File: config.mk
export PLATFORM = sky130hd
export DESIGN_NAME = software_timer_table
export DESIGN_NICKNAME = d
export VERILOG_FILES = /design/src/rtl/stt_pkg.sv /design/src/rtl/software_timer_table.sv /design/src/rtl/stt_slot_store.sv /design/src/rtl/stt_dec_unit.sv /design/src/rtl/stt_seq.sv
export SDC_FILE = /design/constraint.sdc
export NUM_CORES = 1
export LEC_CHECK = 0
export BUFFER_PORTS_ARGS = -buffer_cell sky130_fd_sc_hd__buf_4
export CORE_ASPECT_RATIO = 1.5
export CORE_UTILIZATION = 30
export CTS_BUF_LIST = sky130_fd_sc_hd__clkbuf_8
export DETAILED_ROUTE_END_ITERATION = 7
export GPL_TIMING_DRIVEN = 0
export HOLD_SLACK_MARGIN = 0.03
export PLACE_DENSITY = 0.43
export SYNTH_ARGS = -nofsm -noshare
export SYNTH_HDL_FRONTEND = slang
export SYNTH_SLANG_ARGS = --single-unit
File: constraint.sdc
create_clock -name clk -period 12.5 [get_ports clk]
set_input_delay 0.625 -clock clk [delete_from_list [all_inputs] [get_ports clk]]
set_output_delay 0.625 -clock clk [all_outputs]
set_load 0.02 [all_outputs]
File: src/rtl/stt_pkg.sv
// Shared types, constants and codes for the software timer table.
`timescale 1ns / 1ps

package stt_pkg;

    // Number of timer slots in the table.
    localparam int TIMER_SLOTS = 8;
    localparam int SLOT_IDX_W  = (TIMER_SLOTS > 1) ? $clog2(TIMER_SLOTS) : 1;

    // Fixed field widths of the request and result.
    localparam int MODE_W   = 2;
    localparam int SLOT_W   = 3;
    localparam int COUNT_W  = 32;
    localparam int KIND_W   = 3;
    localparam int S_DATA_W = 72;
    localparam int M_DATA_W = 40;

    typedef logic [SLOT_IDX_W-1:0] slot_idx_t;

    typedef enum logic [MODE_W-1:0] {
        MODE_TICK = 2'd0,
        MODE_ADD  = 2'd1,
        MODE_DEL  = 2'd2
    } mode_t;

    typedef enum logic [KIND_W-1:0] {
        KIND_NONE       = 3'd0,
        KIND_RELOADED   = 3'd1,
        KIND_REMOVED    = 3'd2,
        KIND_ADDED      = 3'd3,
        KIND_ALREADY    = 3'd4,
        KIND_DELETED    = 3'd5,
        KIND_NOT_ACTIVE = 3'd6
    } kind_t;

    typedef enum logic [1:0] {
        ST_IDLE,
        ST_SCAN,
        ST_FIN
    } state_t;

    // Write controls for the slot store.
    typedef struct packed {
        logic               rem_we;
        logic               rel_we;
        logic               act_set;
        logic               act_clr;
        slot_idx_t          addr;
        logic [COUNT_W-1:0] rem_data;
        logic [COUNT_W-1:0] rel_data;
    } store_wr_t;

    // Outcome of one pass of the shared decrement unit.
    typedef struct packed {
        logic               expired;
        logic               removed;
        logic [COUNT_W-1:0] next_rem;
    } dec_res_t;

    // One result handed from the sequencer to the output register.
    typedef struct packed {
        kind_t             kind;
        logic [SLOT_W-1:0] slot_id;
        logic              last;
    } result_t;

endpackage

File: src/rtl/software_timer_table.sv
// Top level of the software timer table: slot store, decrement unit, sequencer, output register.
`timescale 1ns / 1ps

//  Channel   Direction  Handshake          Payload
//  s_*       in         s_tvalid/s_tready  tuser mode; tdata slot, load_count, reload_count
//  m_*       out        m_tvalid/m_tready  tuser kind; tdata slot_id, tick_time; tlast last
//
// An add, delete or unused-mode request is accepted in the idle state, and the finish state
// places its result. A tick visits the TIMER_SLOTS slots in the scan state, one per
// cycle while the scan does not stall, through the single read address of the slot store and
// the shared decrementer, and the finish state places the last result.
// Each expiry after the first of a tick needs the output register to be free; while the
// downstream side holds m_tready low the scan waits on the current slot.
// Reset clears the sequencer, the output register, the active flags and the tick counter.
// The count memories are not cleared; a slot's counts are only used after an add has written it.

module software_timer_table
    import stt_pkg::*;
(
    input  logic                clk,
    input  logic                rst_n,
    input  logic                s_tvalid,
    output logic                s_tready,
    input  logic [MODE_W-1:0]   s_tuser,   // [1:0] mode
    input  logic [S_DATA_W-1:0] s_tdata,   // [2:0] slot, [34:3] load_count, [66:35] reload_count
    output logic                m_tvalid,
    input  logic                m_tready,
    output logic [KIND_W-1:0]   m_tuser,   // [2:0] kind
    output logic [M_DATA_W-1:0] m_tdata,   // [2:0] slot_id, [34:3] tick_time
    output logic                m_tlast
);

    // Unpacked request fields; the top bits of s_tdata are padding.
    logic [SLOT_W-1:0]      in_slot;
    logic [COUNT_W-1:0]     in_load;
    logic [COUNT_W-1:0]     in_reload;

    logic [COUNT_W-1:0]     rd_rem;
    logic [COUNT_W-1:0]     rd_rel;
    logic [TIMER_SLOTS-1:0] active;
    slot_idx_t              rd_addr;
    store_wr_t              wr;
    dec_res_t               dec;
    logic                   cur_act;
    logic                   out_free;
    logic                   emit_valid;
    result_t                emit;
    logic [COUNT_W-1:0]     tick_time;

    // Output register: one result waits here while the sequencer moves on.
    logic                   m_valid_reg;
    logic [KIND_W-1:0]      m_kind_reg;
    logic [SLOT_W-1:0]      m_slot_reg;
    logic [COUNT_W-1:0]     m_time_reg;
    logic                   m_last_reg;

    assign in_slot   = s_tdata[SLOT_W-1:0];
    assign in_load   = s_tdata[SLOT_W +: COUNT_W];
    assign in_reload = s_tdata[SLOT_W + COUNT_W +: COUNT_W];

    stt_slot_store u_store (
        .clk     (clk),
        .rst_n   (rst_n),
        .wr      (wr),
        .rd_addr (rd_addr),
        .rd_rem  (rd_rem),
        .rd_rel  (rd_rel),
        .active  (active)
    );

    stt_dec_unit u_dec (
        .slot_act (cur_act),
        .rem      (rd_rem),
        .rel      (rd_rel),
        .res      (dec)
    );

    stt_seq u_seq (
        .clk        (clk),
        .rst_n      (rst_n),
        .in_valid   (s_tvalid),
        .in_ready   (s_tready),
        .in_mode    (s_tuser),
        .in_slot    (in_slot),
        .in_load    (in_load),
        .in_reload  (in_reload),
        .active     (active),
        .dec        (dec),
        .cur_act    (cur_act),
        .rd_addr    (rd_addr),
        .wr         (wr),
        .out_free   (out_free),
        .emit_valid (emit_valid),
        .emit       (emit),
        .tick_time  (tick_time)
    );

    assign out_free = !m_valid_reg || m_tready;

    always_ff @(posedge clk or negedge rst_n)
    begin
        if (!rst_n)
        begin
            m_valid_reg <= 1'b0;
        end
        else if (emit_valid)
        begin
            m_valid_reg <= 1'b1;
        end
        else if (m_tready)
        begin
            m_valid_reg <= 1'b0;
        end
    end

    always_ff @(posedge clk)
    begin
        if (emit_valid)
        begin
            m_kind_reg <= emit.kind;
            m_slot_reg <= emit.slot_id;
            m_time_reg <= tick_time;
            m_last_reg <= emit.last;
        end
    end

    assign m_tvalid = m_valid_reg;
    assign m_tuser  = m_kind_reg;
    assign m_tdata  = {(M_DATA_W - SLOT_W - COUNT_W)'(0), m_time_reg, m_slot_reg};
    assign m_tlast  = m_last_reg;

    // The sequencer only hands over a result when the output register can take it.
    assert property (@(posedge clk) disable iff (!rst_n)
        emit_valid |-> out_free)
        else $error("result emitted while output register is occupied");

    // An accepted tick request advances the tick counter by exactly one.
    assert property (@(posedge clk) disable iff (!rst_n)
        (s_tvalid && s_tready && (s_tuser == MODE_TICK)) |=>
            (tick_time == $past(tick_time) + 32'd1))
        else $error("tick counter did not advance on a tick request");

    // A no-expiry result always names slot zero and closes its request.
    assert property (@(posedge clk) disable iff (!rst_n)
        (m_tvalid && (m_tuser == KIND_NONE)) |-> ((m_tdata[SLOT_W-1:0] == '0) && m_tlast))
        else $error("no-expiry result with nonzero slot or without last");

    // No new request is taken while a tick scan is still walking the slots.
    assert property (@(posedge clk) disable iff (!rst_n)
        (s_tvalid && s_tready && (s_tuser == MODE_TICK)) |=> !s_tready)
        else $error("request accepted during a slot scan");

endmodule

File: src/rtl/stt_slot_store.sv
// Slot store: remaining and reload count memories plus the active flags.
`timescale 1ns / 1ps

module stt_slot_store
    import stt_pkg::*;
(
    input  logic                   clk,
    input  logic                   rst_n,
    input  store_wr_t              wr,
    input  slot_idx_t              rd_addr,
    output logic [COUNT_W-1:0]     rd_rem,
    output logic [COUNT_W-1:0]     rd_rel,
    output logic [TIMER_SLOTS-1:0] active
);

    logic [COUNT_W-1:0]     rem_mem [TIMER_SLOTS];
    logic [COUNT_W-1:0]     rel_mem [TIMER_SLOTS];
    logic [COUNT_W-1:0]     rd_rem_reg;
    logic [COUNT_W-1:0]     rd_rel_reg;
    logic [TIMER_SLOTS-1:0] active_reg;

    // Both memories have one write port and one registered read port.
    always_ff @(posedge clk)
    begin
        if (wr.rem_we)
        begin
            rem_mem[wr.addr] <= wr.rem_data;
        end
        if (wr.rel_we)
        begin
            rel_mem[wr.addr] <= wr.rel_data;
        end
        rd_rem_reg <= rem_mem[rd_addr];
        rd_rel_reg <= rel_mem[rd_addr];
    end

    always_ff @(posedge clk or negedge rst_n)
    begin
        if (!rst_n)
        begin
            active_reg <= '0;
        end
        else if (wr.act_set)
        begin
            active_reg[wr.addr] <= 1'b1;
        end
        else if (wr.act_clr)
        begin
            active_reg[wr.addr] <= 1'b0;
        end
    end

    assign rd_rem = rd_rem_reg;
    assign rd_rel = rd_rel_reg;
    assign active = active_reg;

endmodule

File: src/rtl/stt_dec_unit.sv
// Shared decrement unit: counts one slot down and decides expiry and reload.
`timescale 1ns / 1ps

module stt_dec_unit
    import stt_pkg::*;
(
    input  logic               slot_act,
    input  logic [COUNT_W-1:0] rem,
    input  logic [COUNT_W-1:0] rel,
    output dec_res_t           res
);

    logic [COUNT_W-1:0] dec;
    logic               hit_zero;
    logic               has_reload;

    assign dec        = rem - 32'd1;
    assign hit_zero   = (dec == '0);
    assign has_reload = (rel != '0);

    always_comb
    begin
        res.expired  = slot_act && hit_zero;
        res.removed  = slot_act && hit_zero && !has_reload;
        res.next_rem = (hit_zero && has_reload) ? rel : dec;
    end

endmodule

File: src/rtl/stt_seq.sv
// Sequencer: takes requests, walks the slots through the decrement unit, emits results.
`timescale 1ns / 1ps

module stt_seq
    import stt_pkg::*;
(
    input  logic                   clk,
    input  logic                   rst_n,
    input  logic                   in_valid,
    output logic                   in_ready,
    input  logic [MODE_W-1:0]      in_mode,
    input  logic [SLOT_W-1:0]      in_slot,
    input  logic [COUNT_W-1:0]     in_load,
    input  logic [COUNT_W-1:0]     in_reload,
    input  logic [TIMER_SLOTS-1:0] active,
    input  dec_res_t               dec,
    output logic                   cur_act,
    output slot_idx_t              rd_addr,
    output store_wr_t              wr,
    input  logic                   out_free,
    output logic                   emit_valid,
    output result_t                emit,
    output logic [COUNT_W-1:0]     tick_time
);

    state_t             state_reg;
    state_t             state_next;
    slot_idx_t          idx_reg;
    logic [COUNT_W-1:0] tick_reg;
    logic               held_valid_reg;
    kind_t              held_kind_reg;
    logic [SLOT_W-1:0]  held_id_reg;

    slot_idx_t          sidx;
    logic               slot_ok;
    logic               req_act;
    logic               last_slot;
    logic               stall;
    logic               advance;

    assign sidx      = SLOT_IDX_W'(in_slot);
    assign slot_ok   = (32'(in_slot) < TIMER_SLOTS);
    assign req_act   = slot_ok && active[sidx];
    assign cur_act   = active[idx_reg];
    assign last_slot = (idx_reg == SLOT_IDX_W'(TIMER_SLOTS - 1));
    // A new expiry pushes the held one out, which needs a free output register.
    assign stall     = dec.expired && held_valid_reg && !out_free;
    assign advance   = !stall;
    assign tick_time = tick_reg;

    always_comb
    begin
        state_next = state_reg;
        case (state_reg)
            ST_IDLE:
            begin
                if (in_valid)
                begin
                    state_next = (in_mode == MODE_TICK) ? ST_SCAN : ST_FIN;
                end
            end
            ST_SCAN:
            begin
                if (advance && last_slot)
                begin
                    state_next = ST_FIN;
                end
            end
            ST_FIN:
            begin
                if (out_free)
                begin
                    state_next = ST_IDLE;
                end
            end
            default:
            begin
                state_next = ST_IDLE;
            end
        endcase
    end

    always_comb
    begin
        in_ready     = 1'b0;
        rd_addr      = idx_reg;
        wr           = '0;
        wr.addr      = idx_reg;
        emit_valid   = 1'b0;
        emit.kind    = held_kind_reg;
        emit.slot_id = held_id_reg;
        emit.last    = 1'b0;
        case (state_reg)
            ST_IDLE:
            begin
                in_ready = 1'b1;
                rd_addr  = '0;
                wr.addr  = sidx;
                wr.rem_data = in_load;
                wr.rel_data = in_reload;
                if (in_valid && (in_mode == MODE_ADD) && slot_ok && !req_act)
                begin
                    wr.rem_we  = 1'b1;
                    wr.rel_we  = 1'b1;
                    wr.act_set = 1'b1;
                end
                if (in_valid && (in_mode == MODE_DEL) && req_act)
                begin
                    wr.act_clr = 1'b1;
                end
            end
            ST_SCAN:
            begin
                wr.rem_data = dec.next_rem;
                if (advance)
                begin
                    wr.rem_we  = cur_act;
                    wr.act_clr = dec.removed;
                    rd_addr    = last_slot ? idx_reg : idx_reg + 1'b1;
                    emit_valid = dec.expired && held_valid_reg;
                end
            end
            ST_FIN:
            begin
                emit_valid   = out_free;
                emit.kind    = held_valid_reg ? held_kind_reg : KIND_NONE;
                emit.slot_id = held_valid_reg ? held_id_reg : '0;
                emit.last    = 1'b1;
            end
            default:
            begin
                in_ready = 1'b0;
            end
        endcase
    end

    always_ff @(posedge clk or negedge rst_n)
    begin
        if (!rst_n)
        begin
            state_reg      <= ST_IDLE;
            idx_reg        <= '0;
            tick_reg       <= '0;
            held_valid_reg <= 1'b0;
            held_kind_reg  <= KIND_NONE;
            held_id_reg    <= '0;
        end
        else
        begin
            state_reg <= state_next;
            if ((state_reg == ST_IDLE) && in_valid)
            begin
                idx_reg     <= '0;
                held_id_reg <= in_slot;
                case (in_mode)
                    MODE_TICK:
                    begin
                        tick_reg       <= tick_reg + 32'd1;
                        held_valid_reg <= 1'b0;
                    end
                    MODE_ADD:
                    begin
                        held_valid_reg <= 1'b1;
                        if (!slot_ok)
                        begin
                            held_kind_reg <= KIND_NOT_ACTIVE;
                        end
                        else if (req_act)
                        begin
                            held_kind_reg <= KIND_ALREADY;
                        end
                        else
                        begin
                            held_kind_reg <= KIND_ADDED;
                        end
                    end
                    MODE_DEL:
                    begin
                        held_valid_reg <= 1'b1;
                        held_kind_reg  <= req_act ? KIND_DELETED : KIND_NOT_ACTIVE;
                    end
                    default:
                    begin
                        held_valid_reg <= 1'b0;
                    end
                endcase
            end
            else if ((state_reg == ST_SCAN) && advance)
            begin
                if (!last_slot)
                begin
                    idx_reg <= idx_reg + 1'b1;
                end
                if (dec.expired)
                begin
                    held_valid_reg <= 1'b1;
                    held_kind_reg  <= dec.removed ? KIND_REMOVED : KIND_RELOADED;
                    held_id_reg    <= SLOT_W'(idx_reg);
                end
            end
        end
    end

endmodule

==> results of run 1 <==
layout make-up:
type                       instances  area share, %
antenna                            1        0.00796
buffer                           108           1.80
clock buffer                     111           4.86
clock inverter                    82           1.41
inverter                          15          0.179
multi-input combinational        956           22.3
sequential                       668           60.9
tap                             1147           4.57
timing repair buffer             133           3.94
where the power goes:
group,internal [mW],switching [mW]
registers,2.77,0.176
clock network,0.900,0.873
logic,0.404,0.822
total,4.07,1.87
metrics by stage:
step                power (mW)  hold WS, ns  area (um^2)  worst slack [ns]
global placement          4.19        0.460        28900              5.53
floorplan                 3.63        0.329        26600              7.99
global route              6.19        0.111        31400              6.48
CTS                       6.02       0.0523        31400              6.50
detailed placement        4.23        0.454        29400              6.52
finish                    5.94        0.124        31400              6.59
worst paths after layout:
path                                      from                    to  slack [ns]  depth (start not counted)
hold reg to reg            u_seq.tick_time[31]        m_time_reg[31]        0.47                          0
min in group asynchronous                rst_n   u_seq.tick_time[31]        0.45                          2
setup / recovery             u_store.rd_rem[8]    u_store.rd_rel[24]        6.59                         12
hold / removal                      s_tdata[2]  u_seq.held_id_reg[2]        0.12                          3
max in group asynchronous                rst_n             async pin       11.51                          2
setup reg to reg             u_store.rd_rem[8]    u_store.rd_rel[24]        6.59                         12
worst reg2reg max path: cells and delay by family, from the launching register on:
kind,cells,cell delay [ns]
AO/OA/AOI/OAI,3,1.57
XOR/XNOR,1,0.17
buffers and inverters,3,1.10
flip-flops,1,0.30
AND/OR/NAND/NOR,5,2.58
logic make-up after synthesis:
family | synth area share (%)
and+or+nand+nor | 8.96
muxes | 0.573
adders and majority gates | 0.517
other | 0.0141
buffers and inverters | 2.34
DFF | 71.9
AOI/OAI and AO/OA | 13.9
xor gates and xnor gates | 1.77
cell usage in the layout (no fill, tap or decap), types with 16 or more instances in the layout:
cell / count
o21ai_0: 16
nor4_1: 22
dfrtp_1: 53
nor2_1: 33
a21boi_0: 48
a21o_1: 18
dfxtp_1: 64
a22o_1: 32
a22oi_1: 129
clkbuf_8: 111
xnor2_1: 37
buf_2: 30
buf_4: 122
a2111oi_0: 63
edfxtp_1: 551
clkbuf_1: 57
a221oi_2: 50
nand2_1: 144
inv_1: 49
nor2_4: 17
clkinv_1: 29
a21boi_1: 16
nand3_1: 38
nor3_1: 16
and2_1: 104
metal layers:
metal | vias to the layer above | wire (um)
met5 | - | 0
met4 | 0 | 1910
met3 | 99 | 2890
met2 | 382 | 43200
met1 | 8290 | 33600
li1 | 7377 | -
synthesized netlist by cell type (all sizes together) (8+ instances only):
| cell type | count |
|---|---|
| nor3 | 17 |
| or3 | 8 |
| dfrtp | 53 |
| nand2 | 146 |
| o21ai | 17 |
| xnor2 | 38 |
| nand3 | 39 |
| edfxtp | 551 |
| a21o | 18 |
| nor4 | 27 |
| ha | 11 |
| xor2 | 15 |
| a21boi | 64 |
| clkbuf | 57 |
| and2 | 104 |
| a221oi | 64 |
| nor2 | 51 |
| a21oi | 15 |
| a22o | 32 |
| dfxtp | 64 |
| and3 | 9 |
| buf | 51 |
| a22oi | 129 |
| a2111oi | 63 |
| nand4 | 13 |
| inv | 15 |
==> impl_metrics.py, run 1 <==
metrics = {
    "outcome": {
        "status": "completed",
    },
    "setup_path": {
        "path_max_fanout": 10,
        "end_kind": "register",
        "cp_cell_sequence": "clkbuf_1, nor4_4, nand4_1, or4_4, xnor2_2, nor4_1, nand3_2, o211ai_2, buf_2, buf_2, a22oi_1, a22oi_1",
        "max_stage_delay_ns": 0.90,
        "start_kind": "register",
        "arrival_ns": 6.49,
        "crit_buf_inv": 3,
        "slowest_stage": "o211ai_2",
        "cp_top_family": "simple AND/OR/NAND/NOR gates",
        "critical_path_class": "reg -> reg",
        "crit_required_ns": 13.09,
    },
    "die": {
        "pin_count": 124,
        "initial_utilization_pct": 30.3,
        "die_height_um": 367,
        "die_w_um": 245,
        "dieArea_um2": 90000,
        "core_area_um2": 87900,
        "rows": 133,
    },
    "timing": {
        "finalSetupViolCount": 0,
        "hold_violations": 0,
        "clock.fmax_ghz": 0.169,
        "period_share_pct": 47.2,
        "rsz0062_at_grt": "false",
        "fin_skew_ns": 0.0371,
        "fin_tns_setup_ns": 0,
        "slew_headroom_pct": 14.3,
        "worstMarginPinSlew_ns": 1.29,
        "drv_slew": 0,
        "post-route-min-period_ns": 5.91,
    },
    "placement": {
        "hpwl_um": 55300,
        "place_inst": 3025,
        "io_buffers": 113,
        "gp_congestion": 0.890,
    },
    "final_layout": {
        "final_net_count": 2075,
        "largest_registers": "u_store.rel_mem: 256 flops, u_store.rem_mem: 256 flops",
        "instances_no_fill": 3221,
        "multi_input_area_um2": 7000,
        "area_growth_pct": 18.0,
        "fillCellCount": 8426,
        "utilization_pct": 35.8,
        "ff_latch_area_um2": 19200,
        "drive_above_1_share_pct": 19.8,
    },
    "global_route": {
        "grt-busiest-layer": "met2",
        "use_met1_pct": 21.8,
        "grt_usage_pct": 18.1,
        "met2_usage_pct": 32.6,
        "grt_pass1_vias": 17040,
        "grt_pass1_wl_um": 118000,
        "grt_overflow": 0,
        "antenna_found_initial": 1,
        "grt_use_met3_pct": 2.52,
        "grt_max_degree": 54,
    },
    "clock_network": {
        "clockRootBuffer": "clkbuf_8",
        "ctsHtreeMaxLevel": 3,
        "cts_buffers": 104,
        "clkSinkCount": 668,
        "post-cts-setup-buffer-count": 0,
        "cts.repair.resized": 0,
        "clk_latency_ns": 0.77,
        "clk_path_buf_depth": 3,
        "cts_tree": "done",
        "ctsHoldBuffers": 2,
        "clk_pin_slew_ns": 0.07,
    },
    "yosys": {
        "synth-edff-count": 551,
        "ys_seq_area_share_pct": 71.9,
        "yosys_most_used_dff": "edfxtp_1",
        "ys_seq_elements": 668,
        "yosys.area.top_type_share_pct": 62.1,
        "synth_cell_types": 75,
        "synthArstFlopShare_pct": 7.93,
        "syn-cell-area_um2": 26600,
        "yosysTopAreaCell": "edfxtp_1",
        "synthCells": 1743,
        "yosys-top-cells-area": "edfxtp_1 (62%), dfrtp_1 (5.0%), dfxtp_1 (4.8%), a22oi_1 (3.6%), a221oi_2 (2.8%)",
        "ys_warn_count": 0,
        "avgSynthCellArea_um2": 15.3,
    },
    "drt": {
        "drtAntennaViolNets": 0,
        "vias": 16148,
        "routed_via_density": 5.01,
        "wl_per_cell_um": 25.3,
        "drcViolationCount": 0,
        "drt_pre_antenna_iters": 5,
        "wl_um": 81500,
        "drtIter0Drc": 998,
    },
    "power_and_ir_drop": {
        "power.density_nw_per_um2": 189,
        "peakVddDrop_mv": 0.0798,
        "p_leak_nw": 10.4,
    },
    "worst_hold_path": {
        "hp-class": "in -> reg",
    },
    "job": {
        "drv_cap": 0,
    },
}
Power figures use the tool's default switching activity.
==> inputs of run 2 (changes only) <==
Settings changed: PLACE_DENSITY 0.43 to 0.44.
Clock period 12.5 ns to 4.9 ns, I/O delays scaled along.
==> run 2 against run 1 <==
Against the previous run: combinational power grew to 2.6 times the previous value; worst hold slack worse by 0.0029 ns; count of clock-buffer cells in the layout is 2 higher; fmax is 24% higher; die area stayed put; cell area is 2.3% higher; core utilization is 0.83 points higher; global-route usage hardly changed; via count is 2.3% higher; final cell count is 2.0% higher; clock skew is 0.00063 ns higher; critical endpoint is now u_store.rd_rel[23]; highest routed layer unchanged.
==> impl_metrics.py, run 2 (synthesis results as in run 1) <==
metrics = {
    "drt": {
        "routed_via_density": 5.02,
        "drcViolationCount": 0,
        "vias": 16513,
        "drt_pre_antenna_iters": 5,
        "wl_um": 81200,
        "wl_per_cell_um": 24.7,
        "drtIter0Drc": 1041,
        "drtAntennaViolNets": 0,
    },
    "timing": {
        "drv_slew": 0,
        "rsz0062_at_grt": "false",
        "period_share_pct": 96.8,
        "fin_tns_setup_ns": 0,
        "fin_skew_ns": 0.0377,
        "clock.fmax_ghz": 0.211,
        "worstMarginPinSlew_ns": 1.22,
        "slew_headroom_pct": 18.6,
        "hold_violations": 0,
        "finalSetupViolCount": 0,
        "post-route-min-period_ns": 4.74,
    },
    "worst_hold_path": {
        "hp-class": "in -> reg",
    },
    "global_route": {
        "grt-busiest-layer": "met2",
        "grt_pass1_vias": 17218,
        "grt_usage_pct": 18.1,
        "grt_use_met3_pct": 2.50,
        "use_met1_pct": 21.3,
        "antenna_found_initial": 2,
        "grt_pass1_wl_um": 118000,
        "grt_overflow": 0,
        "grt_max_degree": 43,
        "met2_usage_pct": 32.8,
    },
    "clock_network": {
        "clockRootBuffer": "clkbuf_8",
        "clk_pin_slew_ns": 0.06,
        "ctsHtreeMaxLevel": 3,
        "clk_latency_ns": 0.76,
        "cts_buffers": 102,
        "cts_tree": "done",
        "clk_path_buf_depth": 3,
        "clkSinkCount": 668,
    },
    "placement": {
        "hpwl_um": 54800,
        "place_area_um2": 29500,
        "gp_congestion": 0.894,
        "io_buffers": 113,
    },
    "final_layout": {
        "fin_area_um2": 32200,
        "multi_input_area_um2": 7080,
        "final_cell_mix": "edfxtp_1 (551), nand2_1 (144), a22oi_1 (128), buf_4 (126), clkbuf_8 (113)",
        "ff_latch_area_um2": 19200,
        "utilization_pct": 36.6,
        "mostFrequentLayoutCell": "edfxtp_1",
        "drive_above_1_share_pct": 20.0,
        "area_growth_pct": 20.8,
        "final_net_count": 2140,
        "largest_registers": "u_store.rel_mem: 256 flops, u_store.rem_mem: 256 flops",
        "fillCellCount": 8523,
    },
    "setup_path": {
        "end_kind": "register",
        "crit_required_ns": 5.50,
        "path_max_fanout": 10,
        "start_kind": "register",
        "critical_path_class": "reg -> reg",
        "arrival_ns": 5.34,
    },
    "outcome": {
        "status": "completed",
    },
    "power_and_ir_drop": {
        "peakVddDrop_mv": 0.216,
        "power.density_nw_per_um2": 469,
        "p_leak_nw": 10.8,
    },
    "die": {
        "dieArea_um2": 90000,
        "rows": 133,
        "initial_utilization_pct": 30.3,
        "die_height_um": 367,
        "pin_count": 124,
        "die_w_um": 245,
        "core_area_um2": 87900,
    },
    "job": {
        "drv_cap": 0,
    },
}
run 2: final timing paths:
path                                          start                    end  slack (ns)  cells past startpoint
worst max register to register    u_store.rd_rem[8]     u_store.rd_rel[23]        0.16                     12
min in group asynchronous                     rst_n    u_seq.tick_time[16]        0.58                      3
max in group asynchronous                     rst_n    u_seq.tick_time[30]        2.90                      4
worst min register to register  u_seq.tick_time[31]    u_seq.tick_time[31]        0.47                      1
worst min-delay path                    s_tdata[12]  u_store.rem_mem[2][9]        0.12                      2
worst max-delay path              u_store.rd_rem[8]     u_store.rd_rel[23]        0.16                     12
run 2: layer usage:
metal	up-vias	wire [um]
met3	119	3220
met4	0	2120
met5	-	0
met2	456	43300
met1	8449	32500
li1	7489	-
run 2: layout make-up:
class / instances / area share [%]
sequential: 668 / 59.6
timing repair buffer: 201 / 6.04
antenna: 1 / 0.00778
inverter: 15 / 0.175
clock buffer: 113 / 4.84
multi-input combinational: 956 / 22.0
tap: 1147 / 4.46
clock inverter: 79 / 1.12
buffer: 107 / 1.79
run 2: where the power goes:
group          switching [mW]  internal, mW
registers               0.451          7.06
logic                    2.11          1.08
clock network            2.20          2.17
run 2: critical path, cell delays in order (launching register included):
cell and delay [ns]:
dfxtp_1 0.31, clkbuf_1 0.22, nor4_4 0.42, nand4_1 0.29, or4_4 0.59, xnor2_2 0.19, nor4_4 0.44, nand3_2 0.32
o211ai_4 0.38, buf_2 0.39, buf_2 0.39, a22oi_1 0.16, a22oi_1 0.47
run 2: through the flow:
stage / power, mW / hold WS (ns) / instances / setup WS [ns]
floorplan: 9.26 / -0.0506 / 1747 / 0.391
global placement: 10.7 / 0.344 / 3007 / -1.94
detailed placement: 10.8 / 0.357 / 3025 / -1.09
CTS: 15.3 / 0.0375 / 3286 / 0.0130
global route: 15.7 / 0.101 / 3287 / 0.00288
finish: 15.1 / 0.121 / 3287 / 0.156
run 2: what timing repair did:
action,4_1_cts,5_1_grt
pin swaps,2,2
buffers inserted,4,1
hold buffers,65,0
resized for setup,18,18
hold endpoints to repair,488,0
cloned,0,0
setup endpoints to repair,317,222
==> inputs of run 3 (changes only) <==
Settings changed: CELL_PAD_IN_SITES_DETAIL_PLACEMENT from default to 1, CELL_PAD_IN_SITES_GLOBAL_PLACEMENT from default to 1, CTS_BUF_LIST sky130_fd_sc_hd__clkbuf_8 to sky130_fd_sc_hd__clkbuf_2 sky130_fd_sc_hd__clkbuf_4 sky130_fd_sc_hd__clkbuf_8, PLACE_DENSITY 0.44 to 0.49.
Clock period 4.9 ns to 5.3 ns, I/O delays scaled along.
==> run 3 against run 2 <==
Against the previous run: register-to-register slack about the same; fmax decreased by 7.9%; clock power increased by 0.9%; via count about the same; clock skew decreased by 0.0050 ns; die area unchanged; sequential share of layout area decreased by 0.11 points; combinational power decreased by 7.8%; sequential power decreased by 7.5%; critical path type unchanged; highest routed layer unchanged.
==> impl_metrics.py, run 3 (synthesis results as in run 1) <==
metrics = {
    "outcome": {
        "status": "completed",
    },
    "drt": {
        "wl_um": 84500,
        "drtIter0Drc": 853,
        "routed_via_density": 5.04,
        "drtAntennaViolNets": 0,
        "drt_pre_antenna_iters": 5,
        "drcViolationCount": 0,
        "wl_per_cell_um": 25.8,
        "vias": 16523,
    },
    "final_layout": {
        "area_growth_pct": 21.0,
        "mostFrequentLayoutCell": "edfxtp_1",
        "final_cell_mix": "edfxtp_1 (551), nand2_1 (144), a22oi_1 (129), buf_4 (128), clkbuf_8 (112)",
        "largest_registers": "u_store.rel_mem: 256 flops, u_store.rem_mem: 256 flops",
        "drive_above_1_share_pct": 21.7,
        "final_net_count": 2134,
        "instances_no_fill": 3276,
        "utilization_pct": 36.7,
        "fillCellCount": 9074,
    },
    "power_and_ir_drop": {
        "p_leak_nw": 10.7,
        "p_sw_mw": 4.40,
        "total_power_mw": 14.3,
        "p_sw_share_pct": 30.7,
        "peakVddDrop_mv": 0.187,
        "combPwrFrac_pct": 20.6,
        "pwr-share-seq_pct": 48.6,
        "power.density_nw_per_um2": 444,
        "p_int_mw": 9.91,
        "p_clk_share_pct": 30.8,
    },
    "die": {
        "dieArea_um2": 90000,
        "die_height_um": 367,
        "core_area_um2": 87900,
        "initial_utilization_pct": 30.3,
        "pin_count": 124,
        "die_w_um": 245,
        "rows": 133,
    },
    "timing": {
        "fin_skew_ns": 0.0328,
        "drv_slew": 0,
        "worstMarginPinSlew_ns": 1.07,
        "period_share_pct": 97.2,
        "clock.fmax_ghz": 0.194,
        "setup_ws_ns": 0.150,
        "slew_headroom_pct": 29.0,
        "post-route-min-period_ns": 5.15,
        "hold_violations": 0,
        "hold_ws_ns": 0.111,
        "rsz0062_at_grt": "false",
        "finalSetupViolCount": 0,
    },
    "setup_path": {
        "crit_buf_inv": 3,
        "crit_required_ns": 5.87,
        "critical_path_class": "reg -> reg",
        "max_stage_delay_ns": 0.77,
        "crit_top_cell": "clkbuf_1",
        "slowest_stage": "a2111oi_0",
        "start_kind": "register",
        "cp_top_family": "simple AND/OR/NAND/NOR gates",
        "end_kind": "register",
        "arrival_ns": 5.72,
        "path_max_fanout": 10,
        "r2r_start": "u_store.rd_rem[8]",
        "rr_worst_depth": 13,
        "cp_cell_sequence": "clkbuf_1, nor4_4, nand4_1, or4_4, xnor2_2, nor4_2, nand3_2, nor2_1, nor3_4, buf_12, clkbuf_1, a2111oi_0, a22oi_1",
        "r2r_end": "u_store.rd_rel[4]",
        "reg2reg_setup_slack_ns": 0.15,
    },
    "job": {
        "drv_cap": 0,
    },
    "placement": {
        "dpl_worst_slack_ns": -0.582,
        "hpwl_um": 58100,
        "gp_congestion": 0.870,
        "io_buffers": 113,
        "place_inst": 3026,
    },
    "global_route": {
        "grt_pass1_vias": 18109,
        "antenna_found_initial": 2,
        "grt_usage_pct": 18.9,
        "grt_max_degree": 54,
        "grt_overflow": 0,
        "grt_pass1_wl_um": 123000,
    },
    "worst_hold_path": {
        "hold_path_depth": 2,
        "worstHoldEndpoint": "u_store.rel_mem[5][30]",
        "hp-class": "in -> reg",
        "worstHoldStart": "s_tdata[65]",
    },
    "clock_network": {
        "clk_pin_slew_ns": 0.07,
        "clkSinkCount": 668,
        "cts_tree": "done",
        "clk_latency_ns": 0.76,
        "cts_buffers": 102,
        "clockRootBuffer": "clkbuf_8",
        "clk_path_buf_depth": 3,
        "ctsHtreeMaxLevel": 3,
    },
}
run 3: cell count changes in the layout (fill, tap and decap cells not counted), moves of 10 or more:
| cell | change |
|---|---|
| a2111oi_0 | +11 |
| a2111oi_1 | -10 |
| clkbuf_1 | +11 |
| clkbuf_4 | +44 |
| dlygate4sd3_1 | -12 |
| inv_1 | -55 |
run 3: worst max-delay path by stage:
stage / from / to / cells after the start
CTS: u_store.rd_rem[0] / u_store.rd_rel[6] / 13
global placement: u_store.rd_rem[0] / u_store.rem_mem[1][16] / 12
finish: u_store.rd_rem[8] / u_store.rd_rel[4] / 13
floorplan: u_store.rd_rem[24] / m_slot_reg[0] / 9
detailed placement: u_store.rd_rem[8] / u_store.rd_rel[6] / 12
global route: u_store.rd_rem[17] / u_store.rd_rel[26] / 12
run 3: metrics by stage:
step / area (um^2) / TNS, ns
2_1_floorplan: 26600 / 0
3_3_place_gp: 28900 / -492.84
3_5_place_dp: 29500 / -19.66
4_1_cts: 32100 / -0.0131
5_1_grt: 32200 / 0
6_report: 32200 / 0
run 3: worst register-to-register path: cells and delay by family, from the launching register on:
kind	cells	cell delay, ns
buffers and inverters	3	0.71
AND/OR/NAND/NOR	7	2.76
flip-flops	1	0.30
XOR/XNOR	1	0.18
AO/OA/AOI/OAI	2	1.06
run 3: per-layer routing:
metal / routed length, um / GRT usage, %
met5: 0 / 0
met4: 2470 / 7.37
met2: 44900 / 34.2
met3: 2920 / 2.65
met1: 34300 / 22.3
run 3: power groups by stage:
| stage | clock, mW | combinational (mW) | sequential, mW |
|---|---|---|---|
| after floorplan | 0 | 1.61 | 6.96 |
| after global placement | 0 | 2.84 | 7.07 |
| after detailed placement | 0 | 2.95 | 7.06 |
| after CTS | 4.54 | 3.00 | 6.95 |
| after global routing | 4.73 | 3.19 | 6.99 |
| final | 4.41 | 2.95 | 6.95 |
run 3: final cells by class:
class / count / area (um^2) / share of cell area [%]
Clock inverter: 31 / 220 / 0.684
Antenna cell: 1 / 2.50 / 0.00777
Tap cell: 1147 / 1440 / 4.45
Inverter: 15 / 56.3 / 0.175
Buffer: 108 / 568 / 1.76
Clock buffer: 156 / 1870 / 5.81
Multi-Input combinational cell: 956 / 7030 / 21.8
Sequential cell: 668 / 19200 / 59.5
Timing Repair Buffer: 194 / 1880 / 5.84
run 3: what timing repair did:
action | CTS | global route
setup endpoints to repair | 60 | 19
pin swaps | 1 | 2
gates resized for setup | 3 | 6
endpoints found under the hold margin | 429 | 0
setup buffers | 2 | 7
hold buffers | 53 | 0
